--- src/sv/slwb_pkg.sv ---
// Types, codes and helpers for the stream link watchdog
`timescale 1ns / 1ps
package slwb_pkg;

  localparam int TIME_BITS = 32;
  localparam int CFG_W     = 24;
  localparam int CMP_W     = (TIME_BITS > CFG_W) ? TIME_BITS : CFG_W;
  localparam int CFG_IDX_W = 8;
  localparam int CFG_DAT_W = 32;
  localparam int IN_DAT_W  = 8;
  localparam int IN_USR_W  = 3;
  localparam int OUT_DAT_W = 8;

  localparam logic [CFG_IDX_W-1:0] CFG_STALL   = CFG_IDX_W'(0);
  localparam logic [CFG_IDX_W-1:0] CFG_CONNECT = CFG_IDX_W'(1);
  localparam logic [CFG_IDX_W-1:0] CFG_INIT_BO = CFG_IDX_W'(2);
  localparam logic [CFG_IDX_W-1:0] CFG_MAX_BO  = CFG_IDX_W'(3);

  localparam logic [CFG_W-1:0] STALL_RST   = CFG_W'(10000);
  localparam logic [CFG_W-1:0] CONNECT_RST = CFG_W'(10000);
  localparam logic [CFG_W-1:0] INIT_BO_RST = CFG_W'(2000);
  localparam logic [CFG_W-1:0] MAX_BO_RST  = CFG_W'(30000);

  typedef enum logic [2:0] {
    EV_TICK        = 3'd0,
    EV_LOAD        = 3'd1,
    EV_OPENED      = 3'd2,
    EV_RECONFIG    = 3'd3,
    EV_ENDED       = 3'd4,
    EV_FRAME       = 3'd5,
    EV_DRAWN       = 3'd6,
    EV_RECONN_FAIL = 3'd7
  } mode_t;

  typedef enum logic [3:0] {
    LK_CONNECTING = 4'b0001,
    LK_ONLINE     = 4'b0010,
    LK_OFFLINE    = 4'b0100,
    LK_ERROR      = 4'b1000
  } link_t;

  localparam logic [1:0] LS_CONNECTING = 2'd0;
  localparam logic [1:0] LS_ONLINE     = 2'd1;
  localparam logic [1:0] LS_OFFLINE    = 2'd2;
  localparam logic [1:0] LS_ERROR      = 2'd3;

  typedef enum logic [1:0] {
    ACT_NONE    = 2'd0,
    ACT_STALL   = 2'd1,
    ACT_TIMEOUT = 2'd2,
    ACT_RECONN  = 2'd3
  } act_t;

  typedef struct packed {
    mode_t mode;
    logic  load_failed;
    logic  end_was_error;
  } ev_t;

  typedef struct packed {
    logic [CFG_W-1:0] stall_timeout;
    logic [CFG_W-1:0] connect_timeout;
    logic [CFG_W-1:0] initial_backoff;
    logic [CFG_W-1:0] max_backoff;
  } cfg_t;

  typedef struct packed {
    act_t       tick_action;
    logic       frame_avail;
    logic       error_marker;
    logic       frame_waiting;
    logic       is_loaded;
    logic [1:0] link_state;
  } res_t;

  function automatic logic [1:0] link_code(link_t l);
    logic [1:0] c;
    case (l)
      LK_CONNECTING: c = LS_CONNECTING;
      LK_ONLINE:     c = LS_ONLINE;
      LK_OFFLINE:    c = LS_OFFLINE;
      LK_ERROR:      c = LS_ERROR;
      default:       c = LS_CONNECTING;
    endcase
    return c;
  endfunction

endpackage

--- src/sv/slwb_core.sv ---
// Link state, timestamps, watchdog checks and backoff scheduling
`timescale 1ns / 1ps
module slwb_core (
  input  logic          clk,
  input  logic          rst_n,
  input  logic          ev_fire,
  input  slwb_pkg::ev_t  ev,
  input  slwb_pkg::cfg_t cfg,
  output slwb_pkg::res_t res
);

  typedef struct packed {
    slwb_pkg::link_t                  link;
    logic [slwb_pkg::TIME_BITS-1:0]   clk_now;
    logic [slwb_pkg::TIME_BITS-1:0]   last_frame;
    logic                             frame_armed;
    logic [slwb_pkg::TIME_BITS-1:0]   load_start;
    logic                             load_armed;
    logic [slwb_pkg::TIME_BITS-1:0]   retry;
    logic [slwb_pkg::CFG_W-1:0]       backoff;
    logic                             opened;
    logic                             pending;
    logic                             marker;
    logic                             drawn;
  } st_t;

  st_t st_r, st_nxt;
  slwb_pkg::act_t act;

  logic [slwb_pkg::TIME_BITS-1:0] clk_inc;
  logic [slwb_pkg::TIME_BITS-1:0] el_frame;
  logic [slwb_pkg::TIME_BITS-1:0] el_load;
  logic [slwb_pkg::TIME_BITS-1:0] el_retry;
  logic [slwb_pkg::TIME_BITS-1:0] sched_clk;
  logic [slwb_pkg::TIME_BITS-1:0] retry_new;
  logic [slwb_pkg::CFG_W:0]       bo_dbl;
  logic [slwb_pkg::CFG_W-1:0]     bo_new;
  logic                           stall_hit;
  logic                           tmo_hit;
  logic                           retry_due;

  assign clk_inc   = st_r.clk_now + slwb_pkg::TIME_BITS'(1);
  assign el_frame  = clk_inc - st_r.last_frame;
  assign el_load   = clk_inc - st_r.load_start;
  assign el_retry  = clk_inc - st_r.retry;
  assign sched_clk = (ev.mode == slwb_pkg::EV_TICK) ? clk_inc : st_r.clk_now;
  assign retry_new = sched_clk + slwb_pkg::TIME_BITS'(st_r.backoff);
  assign bo_dbl    = {st_r.backoff, 1'b0};
  assign bo_new    = (bo_dbl < {1'b0, cfg.max_backoff}) ? bo_dbl[slwb_pkg::CFG_W-1:0]
                                                        : cfg.max_backoff;

  assign stall_hit = (st_r.link == slwb_pkg::LK_ONLINE) && st_r.frame_armed &&
                     (slwb_pkg::CMP_W'(el_frame) >= slwb_pkg::CMP_W'(cfg.stall_timeout));
  assign tmo_hit   = (st_r.link == slwb_pkg::LK_CONNECTING) && st_r.load_armed &&
                     (slwb_pkg::CMP_W'(el_load) >= slwb_pkg::CMP_W'(cfg.connect_timeout));
  assign retry_due = ((st_r.link == slwb_pkg::LK_OFFLINE) ||
                      (st_r.link == slwb_pkg::LK_ERROR)) &&
                     !el_retry[slwb_pkg::TIME_BITS-1];

  always_comb begin
    st_nxt = st_r;
    act    = slwb_pkg::ACT_NONE;
    case (ev.mode)
      slwb_pkg::EV_TICK: begin
        st_nxt.clk_now = clk_inc;
        if (stall_hit || tmo_hit) begin
          act            = stall_hit ? slwb_pkg::ACT_STALL : slwb_pkg::ACT_TIMEOUT;
          st_nxt.opened  = 1'b0;
          st_nxt.link    = slwb_pkg::LK_ERROR;
          st_nxt.pending = 1'b0;
          st_nxt.marker  = 1'b1;
          st_nxt.retry   = retry_new;
          st_nxt.backoff = bo_new;
        end else if (retry_due) begin
          act               = slwb_pkg::ACT_RECONN;
          st_nxt.link       = slwb_pkg::LK_CONNECTING;
          st_nxt.opened     = 1'b0;
          st_nxt.pending    = 1'b0;
          st_nxt.load_start = clk_inc;
          st_nxt.load_armed = 1'b1;
        end
      end
      slwb_pkg::EV_LOAD: begin
        st_nxt.link       = slwb_pkg::LK_CONNECTING;
        st_nxt.opened     = 1'b0;
        st_nxt.pending    = 1'b0;
        st_nxt.load_start = st_r.clk_now;
        st_nxt.load_armed = 1'b1;
        if (ev.load_failed) begin
          st_nxt.link    = slwb_pkg::LK_ERROR;
          st_nxt.marker  = 1'b1;
          st_nxt.retry   = retry_new;
          st_nxt.backoff = bo_new;
        end
      end
      slwb_pkg::EV_OPENED: begin
        st_nxt.opened      = 1'b1;
        st_nxt.link        = slwb_pkg::LK_ONLINE;
        st_nxt.backoff     = cfg.initial_backoff;
        st_nxt.last_frame  = st_r.clk_now;
        st_nxt.frame_armed = 1'b1;
      end
      slwb_pkg::EV_RECONFIG: begin
        if (st_r.opened) begin
          st_nxt.link = slwb_pkg::LK_ONLINE;
        end
      end
      slwb_pkg::EV_ENDED: begin
        st_nxt.opened  = 1'b0;
        st_nxt.pending = 1'b0;
        st_nxt.marker  = 1'b1;
        st_nxt.link    = ev.end_was_error ? slwb_pkg::LK_ERROR : slwb_pkg::LK_OFFLINE;
        st_nxt.retry   = retry_new;
        st_nxt.backoff = bo_new;
      end
      slwb_pkg::EV_FRAME: begin
        st_nxt.pending     = 1'b1;
        st_nxt.last_frame  = st_r.clk_now;
        st_nxt.frame_armed = 1'b1;
      end
      slwb_pkg::EV_DRAWN: begin
        if (st_r.pending) begin
          st_nxt.pending = 1'b0;
          st_nxt.drawn   = 1'b1;
          st_nxt.marker  = 1'b0;
        end
      end
      default: begin
        st_nxt.link    = slwb_pkg::LK_ERROR;
        st_nxt.retry   = retry_new;
        st_nxt.backoff = bo_new;
      end
    endcase
  end

  assign res.link_state    = slwb_pkg::link_code(st_nxt.link);
  assign res.is_loaded     = st_nxt.opened;
  assign res.frame_waiting = st_nxt.pending;
  assign res.error_marker  = st_nxt.marker;
  assign res.frame_avail   = st_nxt.pending | st_nxt.drawn;
  assign res.tick_action   = act;

  always_ff @(posedge clk) begin
    if (!rst_n) begin
      st_r.link        <= slwb_pkg::LK_CONNECTING;
      st_r.clk_now     <= '0;
      st_r.last_frame  <= '0;
      st_r.frame_armed <= 1'b0;
      st_r.load_start  <= '0;
      st_r.load_armed  <= 1'b0;
      st_r.retry       <= '0;
      st_r.backoff     <= slwb_pkg::INIT_BO_RST;
      st_r.opened      <= 1'b0;
      st_r.pending     <= 1'b0;
      st_r.marker      <= 1'b0;
      st_r.drawn       <= 1'b0;
    end else if (ev_fire) begin
      st_r <= st_nxt;
    end
  end

endmodule

--- src/sv/stream_link_watchdog_backoff_core.sv ---
// Top level of the stream link watchdog with reconnect backoff
//
//   channel | direction | handshake              | payload
//   in_     | slave     | in_tvalid / in_tready  | in_tuser mode, in_tdata flags
//   out_    | master    | out_tvalid / out_tready| out_tdata result fields
//   cfg_    | slave     | cfg_valid / cfg_ready  | cfg_index, cfg_data
//
// One item per cycle sustained while out_tready is high; an accepted item reaches out_tvalid via the
// input register, then the result register. State updates when the input register
// hands its item to the result register. A stalled output holds one result while
// the input register takes one more item; cfg_ready is always high.
// Synchronous active-low reset restores register defaults and link state.
`timescale 1ns / 1ps
module stream_link_watchdog_backoff_core (
  input  logic                            clk,
  input  logic                            rst_n,
  input  logic                            in_tvalid,
  output logic                            in_tready,
  // [0] load_failed, [1] end_was_error, [7:2] zero
  input  logic [slwb_pkg::IN_DAT_W-1:0]   in_tdata,
  // [2:0] mode
  input  logic [slwb_pkg::IN_USR_W-1:0]   in_tuser,
  output logic                            out_tvalid,
  input  logic                            out_tready,
  // [1:0] link_state, [2] is_loaded, [3] frame_waiting, [4] error_marker,
  // [5] frame_avail, [7:6] tick_action
  output logic [slwb_pkg::OUT_DAT_W-1:0]  out_tdata,
  input  logic                            cfg_valid,
  output logic                            cfg_ready,
  input  logic [slwb_pkg::CFG_IDX_W-1:0]  cfg_index,
  input  logic [slwb_pkg::CFG_DAT_W-1:0]  cfg_data
);

  slwb_pkg::cfg_t cfg_r;
  slwb_pkg::ev_t  stg_ev_r;
  logic           stg_valid_r;
  logic           out_valid_r;
  slwb_pkg::res_t out_res_r;
  slwb_pkg::res_t res;
  logic           stg_adv;

  assign stg_adv   = stg_valid_r && (!out_valid_r || out_tready);
  assign in_tready = !stg_valid_r || stg_adv;
  assign cfg_ready = 1'b1;

  always_ff @(posedge clk) begin
    if (!rst_n) begin
      cfg_r.stall_timeout   <= slwb_pkg::STALL_RST;
      cfg_r.connect_timeout <= slwb_pkg::CONNECT_RST;
      cfg_r.initial_backoff <= slwb_pkg::INIT_BO_RST;
      cfg_r.max_backoff     <= slwb_pkg::MAX_BO_RST;
    end else if (cfg_valid && cfg_ready) begin
      case (cfg_index)
        slwb_pkg::CFG_STALL:   cfg_r.stall_timeout   <= cfg_data[slwb_pkg::CFG_W-1:0];
        slwb_pkg::CFG_CONNECT: cfg_r.connect_timeout <= cfg_data[slwb_pkg::CFG_W-1:0];
        slwb_pkg::CFG_INIT_BO: cfg_r.initial_backoff <= cfg_data[slwb_pkg::CFG_W-1:0];
        slwb_pkg::CFG_MAX_BO:  cfg_r.max_backoff     <= cfg_data[slwb_pkg::CFG_W-1:0];
        default: ;
      endcase
    end
  end

  // input register
  always_ff @(posedge clk) begin
    if (!rst_n) begin
      stg_valid_r <= 1'b0;
    end else if (in_tready) begin
      stg_valid_r <= in_tvalid;
    end
  end

  always_ff @(posedge clk) begin
    if (in_tready && in_tvalid) begin
      stg_ev_r.mode          <= slwb_pkg::mode_t'(in_tuser);
      stg_ev_r.load_failed   <= in_tdata[0];
      stg_ev_r.end_was_error <= in_tdata[1];
    end
  end

  slwb_core u_core (
    .clk     (clk),
    .rst_n   (rst_n),
    .ev_fire (stg_adv),
    .ev      (stg_ev_r),
    .cfg     (cfg_r),
    .res     (res)
  );

  // result register
  always_ff @(posedge clk) begin
    if (!rst_n) begin
      out_valid_r <= 1'b0;
    end else if (stg_adv) begin
      out_valid_r <= 1'b1;
    end else if (out_tready) begin
      out_valid_r <= 1'b0;
    end
  end

  always_ff @(posedge clk) begin
    if (stg_adv) begin
      out_res_r <= res;
    end
  end

  assign out_tvalid = out_valid_r;
  assign out_tdata  = out_res_r;

endmodule

--- config.mk ---
export PLATFORM = sky130hd
export DESIGN_NAME = stream_link_watchdog_backoff_core
export DESIGN_NICKNAME = d
export VERILOG_FILES = /design/src/sv/slwb_pkg.sv /design/src/sv/slwb_core.sv /design/src/sv/stream_link_watchdog_backoff_core.sv
export SDC_FILE = /design/constraint.sdc
export NUM_CORES = 1
export LEC_CHECK = 0
export BUFFER_PORTS_ARGS = -buffer_cell sky130_fd_sc_hd__buf_2
export CAP_MARGIN = 15
export CORE_AREA = 8 8 232 234
export CTS_CLUSTER_SIZE = 30
export DETAILED_ROUTE_END_ITERATION = 12
export DIE_AREA = 0 0 240 242
export GPL_TIMING_DRIVEN = 0
export SETUP_SLACK_MARGIN = 0.05
export SYNTH_ARGS = -nofsm -noshare
export SYNTH_HDL_FRONTEND = slang
export SYNTH_HIERARCHICAL = 1
export SYNTH_SLANG_ARGS = --single-unit
--- constraint.sdc ---
create_clock -name clk -period 13.4 [get_ports clk]
set_input_delay 0.67 -clock clk [delete_from_list [all_inputs] [get_ports clk]]
set_output_delay 0.67 -clock clk [all_outputs]
set_load 0.02 [all_outputs]
Yosys cells after proc, flatten, opt, wreduce, memory -nomap -nowiden --
Index checks and enable logic that the tools add are counted.
Operators by class: add/sub/neg operators 5, order comparisons 3, equality and inequality tests 20, mux-type cells 30, bitwise logic cells 3, reductions and logical operators 31
Operator list (number):
- $mux W56 | 2
- $pmux W24 S4 | 1
- $pmux W32 S3 | 1
- $sub A32 B32 Y32 | 3
- $mux W33 | 2
- $pmux W33 S2 | 1
- $ge A32 B24 Y1 | 2
- $add A32 B1 Y32 const B | 1
- $add A32 B24 Y32 | 1
- $mux W32 | 1
- $lt A25 B24 Y1 | 1
- $mux W24 | 1
- $pmux W4 S6 | 1
- $mux W4 | 5
- $eq A8 B2 Y1 const B | 2
- $mux W2 | 6
- $reduce_and A4 Y1 | 3
- $reduce_and A2 Y1 | 5
- $eq A3 B3 Y1 const B | 3
- $eq A4 B2 Y1 const B | 2
- $eq A4 B3 Y1 const B | 2
- $eq A4 B4 Y1 const B | 2
- $eq A8 B1 Y1 const B | 1
- $logic_not A8 Y1 | 1
- 19 further kinds | 42
Storage, ports and cells: register bits after elaboration 273, bits of input ports 56, output and inout bits 11, logic and storage cells 119

Longest topological paths before layout --
Gate-level depths: netlist (run 1).
word-level depth 9, mapped depth 33, mapped depth without buffers 31

Hierarchy --
The synthesis (run 1) kept the hierarchy.
By module, submodules not included:
- slwb_core | times used 1, cells an instance 2112, area each 15534.9 µm², seq. area each 3243.1 µm²
- stream_link_watchdog_backoff_core | times used 1, cells an instance 374, area each 4237.8 µm², seq. area each 2352.3 µm²

Worst setup path after synthesis (run 1) --
OpenSTA, ideal clock, no wires.
path kind register to register, from reg u_core/st_r[127] (netlist name), to reg out_res_r (netlist bit out_tdata[4]), data pin, library setup time 251 ps, arrival time 6071 ps, data required time 13149 ps, slack 7078 ps, stages on the path, launching flop included 32, buffers on the path 1, period minus slack after synthesis 6322 ps, cells stage by stage dfxtp_1 ha_1 nand3_1 nor2_1 nand3_1 nor2_1 xor2_1 ha_1 a21oi_1 a2bb2oi_1 o31a_1 nand2b_1 a21oi_1 nor2b_1 o21ai_0 nand2b_1 a21oi_1 xnor2_1 ha_1 a21o_1 a21o_1 a211o_1 o211ai_1 nand4_1 a211o_1 a211o_1 nor4_1 a31o_2 a21oi_1 nor4b_1 nor2_1 buf_4
RTL lines:
- start, declared | RTL line slwb_core.sv:27 | st_t st_r, st_nxt;
- start signal, assigned | RTL line slwb_core.sv:158 | st_r <= st_nxt;
- end signal, assigned | RTL line stream_link_watchdog_backoff_core.sv:102 | out_res_r <= res;
- end, declared | RTL line stream_link_watchdog_backoff_core.sv:38 | slwb_pkg::res_t out_res_r;

Final worst setup path (run 1) --
from reg u_core/st_r[127] (netlist name), to reg u_core.st_r (netlist bit u_core/bo_dbl[11])
On the way: word-level cells in the longest chain between the ends 7, elaborated cells between the ends (all ways) 10, classes of those cells add/sub: 3; order compare: 2; eq/ne: 1; reduce/logical: 4
RTL lines:
- $add A32 B1 Y32 * | RTL line slwb_core.sv:42 | assign clk_inc = st_r.clk_now + slwb_pkg::TIME_BITS'(1);
- $sub A32 B32 Y32 (on tied branches) | RTL line slwb_core.sv:43, slwb_core.sv:44
- $ge A32 B24 Y1 (on tied branches) | RTL line slwb_core.sv:53, slwb_core.sv:55
- $logic_and A1 B1 Y1 (on tied branches) | RTL line slwb_core.sv:52, slwb_core.sv:54
- $logic_or A1 B1 Y1 * | RTL line slwb_core.sv:66 | if (stall_hit || tmo_hit) begin
- $ne A2 B2 Y1 (no source line) *
- $reduce_and A4 Y1 (no source line) *
Every way passes the cells marked *; elsewhere a longest branch is shown, timed or not. A chain may end at the register's enable or synchronous reset.

==> qor.json, run 1 <==
{
  "hold_viol_final": {"value": 0},
  "worst_path_max_delay_cell": {"value": "nor4_2"},
  "maxSlewHeadroom": {"value": 0.3018},
  "cap_violations": {"value": 0},
  "worst_slew_pin_tran": {"value": 1.038, "unit": "ns"},
  "wl_per_cell": {"value": 19.27, "unit": "um"},
  "grt_setup_unrepaired": {"value": "false"},
  "tritoncts.num_buffers": {"value": 30},
  "yosysUniqueCellTypes": {"value": 82},
  "postCtsResizedCells": {"value": 0},
  "initial_utilization": {"value": 0.3918},
  "die_w": {"value": 240, "unit": "um"},
  "antenna-diode-count": {"value": 0},
  "path_delay_family": {"value": "compound AO/OA/AOI/OAI gates"},
  "clock-sinks": {"value": 273},
  "detail_route.drc_violations": {"value": 0},
  "path_buf_inv": {"value": 2},
  "cp_max_fo": {"value": 10},
  "power_density": {"value": 88.65, "unit": "nW/um^2"},
  "final.setup.tns": {"value": 0, "unit": "ns"},
  "holdCritPathClass": {"value": "primary input to register"},
  "synth_edf_count": {"value": 13},
  "cts.htree.levels": {"value": 1},
  "die_height": {"value": 242, "unit": "um"},
  "grt_max_degree": {"value": 15},
  "drt-vias-per-instance": {"value": 5.411},
  "syn-cell-area": {"value": 19770, "unit": "sq um"},
  "postSynthRegisterBits": {"value": 273},
  "synthFlopType": {"value": "dfxtp_1"},
  "rows": {"value": 83},
  "layout-area-overhead-vs-synth": {"value": 10.47, "unit": "%"},
  "report.final.slew_viol_count": {"value": 0},
  "cts_hold_buffers": {"value": 0},
  "antenna_violations_before_repair": {"value": 1},
  "worst_ep_required_time": {"value": 13.86, "unit": "ns"},
  "insertion_delay_to_the_later_sink_of_the_worst_skew_pair": {"value": 0.58, "unit": "ns"},
  "critPathArrivalTime": {"value": 10.00, "unit": "ns"},
  "cts.path.max_buffers": {"value": 3},
  "dr_total_vias": {"value": 17690},
  "grt_util_all_layers": {"value": 0.2087},
  "setup-violations-final": {"value": 0},
  "crit_path_start_kind": {"value": "register"},
  "routed_wirelength": {"value": 63010, "unit": "um"},
  "nNetsFinal": {"value": 2817},
  "final_layout_size_suffix_gt1_frac": {"value": 0.06602},
  "cts_setup_buffers": {"value": 0},
  "path_clk_slew": {"value": 0.06, "unit": "ns"},
  "syn-num-nets": {"value": 2733},
  "drtAntennaViolNets": {"value": 0},
  "critPathMaxStageDelay": {"value": 0.84, "unit": "ns"},
  "tritoncts": {"value": "done"},
  "postSynth.asyncResetShare": {"value": 0},
  "path_class": {"value": "register to register"},
  "synth-seq-area-share": {"value": 0.2830},
  "static-leakage-power": {"value": 9.523, "unit": "nW"},
  "root_buffer": {"value": "clkbuf_16"},
  "skew": {"value": 0.02105, "unit": "ns"},
  "firstDrtPassIters": {"value": 6},
  "overflow": {"value": 0},
  "min_period": {"value": 9.541, "unit": "ns"},
  "fmax": {"value": 0.1048, "unit": "GHz"},
  "vdd_ir_drop_max": {"value": 0.09813, "unit": "mV"},
  "die_area": {"value": 58080, "unit": "sq um"},
  "layout_worst_path_cycle_share": {"value": 0.7120},
  "avgSynthCellArea": {"value": 7.954, "unit": "sq um"},
  "grt_pass1_vias": {"value": 17270},
  "grt_first_pass_wirelength": {"value": 96170, "unit": "um"},
  "boundaryPins": {"value": 67},
  "detail_route.iter0.violations": {"value": 1353},
  "core_area": {"value": 50470, "unit": "sq um"},
  "place.detailed.hpwl": {"value": 50670, "unit": "um"},
  "syn-instance-count": {"value": 2486},
  "status": {"value": "finished clean"},
  "timing.critical_path.to_type": {"value": "register"},
  "place_congestion": {"value": 0.9416},
  "port_buffer_count": {"value": 51},
  "worst_hold_slack": {"value": 0.2913, "unit": "ns"},
  "synth.yosys.warnings": {"value": 6}
}
[through the flow]
stage / worst slack, ns / std cells / total power [mW] / cell area (sq um) / utilization
3_5_place_dp: 4.309 / 3217 / 1.140 / 20880 / 0.4137
3_3_place_gp: 4.338 / 3217 / 1.133 / 20880 / 0.4137
2_1_floorplan: 7.078 / 2486 / 1.042 / 19770 / -
5_1_grt: 3.613 / 3270 / 2.011 / 21840 / 0.4328
6_report: 3.859 / 3270 / 1.936 / 21840 / 0.4328
4_1_cts: 4.266 / 3269 / 1.949 / 21830 / 0.4326
[where the power goes]
| part | internal, mW | switching [mW] |
|---|---|---|
| clock | 0.459 | 0.349 |
| combinational | 0.104 | 0.185 |
| sequential | 0.829 | 0.0104 |
[synth_stat cells, types with 19 or more instances]
| master | number | area [sq um] |
|---|---|---|
| nor3_1 | 35 | 175.2 |
| a211o_1 | 33 | 289.0 |
| clkbuf_1 | 91 | 341.6 |
| nand4_1 | 28 | 175.2 |
| a21oi_1 | 192 | 960.9 |
| dfxtp_1 | 260 | 5205 |
| o21ai_0 | 83 | 415.4 |
| o21a_1 | 19 | 142.6 |
| nand2_1 | 309 | 1160 |
| nor2_1 | 236 | 885.9 |
| mux2i_1 | 123 | 1231 |
| inv_1 | 196 | 735.7 |
| ha_1 | 188 | 2352 |
| a21o_1 | 54 | 405.4 |
| nand3_1 | 48 | 240.2 |
| xor2_1 | 84 | 735.7 |
| xnor2_1 | 105 | 919.6 |
| a211oi_1 | 57 | 427.9 |
| nor2b_1 | 51 | 319.1 |
| or3_1 | 24 | 150.1 |
| nand2b_1 | 24 | 150.1 |
[registers in the layout (all words and copies together), names as in the netlist]
name / cells
out_tvalid: 1
cfg_r: 96
stg_ev_r: 5
u_core/st_r: 138
u_core/bo_dbl: 24
out_tdata: 8
stg_valid_r: 1
[cell families after synthesis]
| kind of cell | count (synthesis) | share of synthesized area |
|---|---|---|
| mux | 124 | 0.06284 |
| buf+inv | 338 | 0.07587 |
| xor+xnor | 191 | 0.08536 |
| fa+ha+maj | 191 | 0.1220 |
| compound gates | 544 | 0.1763 |
| flops | 273 | 0.2830 |
| other cells | 1 | 0.0001897 |
| simple gates | 824 | 0.1945 |
[per-layer routing]
metal	vias to the layer above	track usage	wire [um]
li1	8722	-	-
met4	2	0.08940	2781
met1	8359	0.2749	28570
met2	484	0.3417	28730
met5	-	0	11
met3	127	0.02241	2920
[layout by cell type, fill, tap and decap left out, types with 67 or more instances in the layout]
cell type    n
nor2_1     236
clkbuf_1    95
nand2_1    309
mux2i_1    123
o21ai_0     83
xor2_1      84
inv_1      196
dfxtp_1    260
xnor2_1    105
buf_2       67
a21oi_1    192
ha_1       188
[final cells by class]
| type | count | area (sq um) |
|---|---|---|
| Buffer | 141 | 760.7 |
| Clock buffer | 41 | 884.6 |
| Clock inverter | 11 | 71.32 |
| Fill cell | 5175 | 28630 |
| Inverter | 197 | 739.5 |
| Multi-Input combinational cell | 1875 | 12680 |
| Sequential cell | 273 | 5595 |
| Tap cell | 680 | 850.8 |
| Timing Repair Buffer | 52 | 262.8 |
[final timing paths]
kind / start / end / slack [ns] / cells after the start
setup / recovery: u_core/st_r[127] / u_core/bo_dbl[11] / 3.86 / 28
hold / removal: in_tuser[2] / stg_ev_r[4] / 0.29 / 1
setup reg to reg: u_core/st_r[127] / u_core/bo_dbl[11] / 3.86 / 28
hold reg to reg: u_core/st_r[123] / u_core/st_r[123] / 0.45 / 2
Power figures use the tool's default switching activity.
==> run 2, diff against run 1 <==
==> constraint.sdc (replaced) <==
create_clock -name clk -period 7.8 [get_ports clk]
set_input_delay 0.39 -clock clk [delete_from_list [all_inputs] [get_ports clk]]
set_output_delay 0.39 -clock clk [all_outputs]
set_load 0.02 [all_outputs]
==> run 2 against run 1 <==
Net effect: flip-flop and latch count stayed put; sequential power is 72% higher; critical path depth is 2 lower; global-route usage is 0.14 points higher; final cell count is 0.52% higher; maximum frequency is 27% higher; die area stayed put; count of clock-buffer cells in the layout stayed put; register-to-register slack worse by 3.6 ns; clock skew is 0.0066 ns lower; non-clock buffer count is 17 higher; critical path type unchanged.
==> qor.json, run 2 (same netlist as run 1, synthesis figures left out) <==
{
  "antenna_violations_before_repair": {"value": 1},
  "layout-area-overhead-vs-synth": {"value": 12.93, "unit": "%"},
  "static-leakage-power": {"value": 9.708, "unit": "nW"},
  "overflow": {"value": 0},
  "comb_power_share": {"value": 0.151},
  "layout.cells.non_filler": {"value": 3287},
  "skew": {"value": 0.01442, "unit": "ns"},
  "power.switching_fraction": {"value": 0.2817},
  "grt_setup_unrepaired": {"value": "false"},
  "grt_pass1_vias": {"value": 17350},
  "die_w": {"value": 240, "unit": "um"},
  "antenna-diode-count": {"value": 0},
  "boundaryPins": {"value": 67},
  "report.final.slew_viol_count": {"value": 0},
  "detail_route.drc_violations": {"value": 0},
  "place_worst_setup_slack": {"value": -1.291, "unit": "ns"},
  "insertion_delay_to_the_later_sink_of_the_worst_skew_pair": {"value": 0.57, "unit": "ns"},
  "routed_wirelength": {"value": 63640, "unit": "um"},
  "layout_worst_path_cycle_share": {"value": 0.9656},
  "worst_ep_required_time": {"value": 8.26, "unit": "ns"},
  "die_height": {"value": 242, "unit": "um"},
  "power_density": {"value": 149.4, "unit": "nW/um^2"},
  "place.detailed.hpwl": {"value": 50670, "unit": "um"},
  "dr_total_vias": {"value": 17920},
  "setup-violations-final": {"value": 0},
  "clock_power_share": {"value": 0.416},
  "final_common_cell": {"value": "nand2_1"},
  "status": {"value": "finished clean"},
  "final_layout_size_suffix_gt1_frac": {"value": 0.08362},
  "rows": {"value": 83},
  "maxSlewHeadroom": {"value": 0.2873},
  "path_clk_slew": {"value": 0.06, "unit": "ns"},
  "layout_setup_ws": {"value": 0.2682, "unit": "ns"},
  "port_buffer_count": {"value": 51},
  "cts.htree.levels": {"value": 1},
  "grt_max_degree": {"value": 15},
  "nNetsFinal": {"value": 2834},
  "cap_violations": {"value": 0},
  "power.share.sequential": {"value": 0.432},
  "core_area": {"value": 50470, "unit": "sq um"},
  "fill_cells": {"value": 5119},
  "drtAntennaViolNets": {"value": 0},
  "path_class": {"value": "register to register"},
  "placed_cells_incl_taps": {"value": 3217},
  "tritoncts.num_buffers": {"value": 30},
  "clock-sinks": {"value": 273},
  "drt-vias-per-instance": {"value": 5.452},
  "die_area": {"value": 58080, "unit": "sq um"},
  "detail_route.iter0.violations": {"value": 1462},
  "root_buffer": {"value": "clkbuf_16"},
  "hold_viol_final": {"value": 0},
  "place_congestion": {"value": 0.9416},
  "cp_max_fo": {"value": 10},
  "initial_utilization": {"value": 0.3918},
  "fmax": {"value": 0.1328, "unit": "GHz"},
  "tritoncts": {"value": "done"},
  "crit_path_start_kind": {"value": "register"},
  "holdCritPathClass": {"value": "primary input to register"},
  "switchingPower": {"value": 0.9399, "unit": "mW"},
  "wl_per_cell": {"value": 19.36, "unit": "um"},
  "power_report.internal_total": {"value": 2.396, "unit": "mW"},
  "cts.path.max_buffers": {"value": 3},
  "top_register": {"value": "u_core/st_r"},
  "firstDrtPassIters": {"value": 7},
  "grt_first_pass_wirelength": {"value": 96830, "unit": "um"},
  "timing.critical_path.to_type": {"value": "register"},
  "worst_slew_pin_tran": {"value": 1.059, "unit": "ns"},
  "grt_util_all_layers": {"value": 0.2101},
  "critPathArrivalTime": {"value": 7.99, "unit": "ns"},
  "layout_common_cells": {"value": "nand2_1 (309), dfxtp_1 (258), nor2_1 (230)"},
  "min_period": {"value": 7.532, "unit": "ns"},
  "max_ffs_per_register": {"value": 138},
  "vdd_ir_drop_max": {"value": 0.1663, "unit": "mV"}
}
-- run 2: through the flow --
| stage | power, mW | setup TNS [ns] | util | hold WS [ns] | cell area [sq um] |
|---|---|---|---|---|---|
| after floorplan | 1.791 | 0 | - | 0.4363 | 19770 |
| after global placement | 1.947 | -73.69 | 0.4137 | 0.4469 | 20880 |
| after detailed placement | 1.958 | -76.06 | 0.4137 | 0.4477 | 20880 |
| after CTS | 3.356 | 0 | 0.4385 | 0.05225 | 22130 |
| after global routing | 3.463 | 0 | 0.4424 | 0.07361 | 22330 |
| final | 3.336 | 0 | 0.4424 | 0.07274 | 22330 |
-- run 2: critical path, stage by stage (launching register included) --
cell	delay (ns)
dfxtp_1	0.60
nand3_1	0.21
nor4_4	0.41
buf_4	0.18
xor2_1	0.58
ha_1	0.21
clkbuf_1	0.27
a21oi_1	0.12
o211a_1	0.24
o31ai_1	0.39
o31ai_1	0.16
a21oi_2	0.28
xor2_2	0.26
ha_1	0.29
and3_1	0.19
nand4_1	0.18
o211ai_1	0.23
a21oi_2	0.27
nand4_1	0.27
a211o_1	0.32
a211o_1	0.27
nor4_4	0.31
a31o_2	0.29
a311o_2	0.29
buf_6	0.18
a211oi_1	0.08
a211o_1	0.31
-- run 2: cell type report --
class                      count  area (sq um)  area share
clock buffer                  41         884.6     0.03962
clock inverter                11         71.32    0.003194
buffer                       140         760.7     0.03407
tap                          680         850.8     0.03810
sequential                   273          5600      0.2508
inverter                     197         739.5     0.03312
multi-input combinational   1875         13000      0.5821
timing repair buffer          70         422.9     0.01894
-- run 2: routing by layer --
metal  track usage  routed length [um]  share of wire  vias to the layer above
li1              -                   -              -                     8771
met1        0.2770               28680           0.45                     8511
met2        0.3467               29340           0.46                      516
met3       0.02252                2973          0.047                      121
met4       0.08423                2638          0.041                        2
met5             0                  11        0.00017                        -
-- run 2: what timing repair did --
item,CTS,global route
endpoints found under the hold margin,5,0
resized for setup,37,17
hold buffers,5,0
setup endpoints to repair,68,67
cloned,0,0
pin swaps,3,7
buffers inserted,4,9
-- run 2: worst paths after layout --
path,start,to,slack [ns],cells past startpoint
worst min register to register,u_core/st_r[123],u_core/st_r[123],0.45,2
worst max-delay path,u_core/st_r[139],u_core/bo_dbl[11],0.27,26
worst max register to register,u_core/st_r[139],u_core/bo_dbl[11],0.27,26
worst min-delay path,in_tvalid,stg_valid_r,0.07,3
-- run 2: power by group through the flow --
stage / Combinational [mW] / Clock [mW] / Sequential, mW
after CTS: 0.496 / 1.42 / 1.44
final: 0.505 / 1.39 / 1.44
after floorplan: 0.322 / 0 / 1.47
after global routing: 0.544 / 1.48 / 1.44
after global placement: 0.474 / 0 / 1.47
after detailed placement: 0.485 / 0 / 1.47
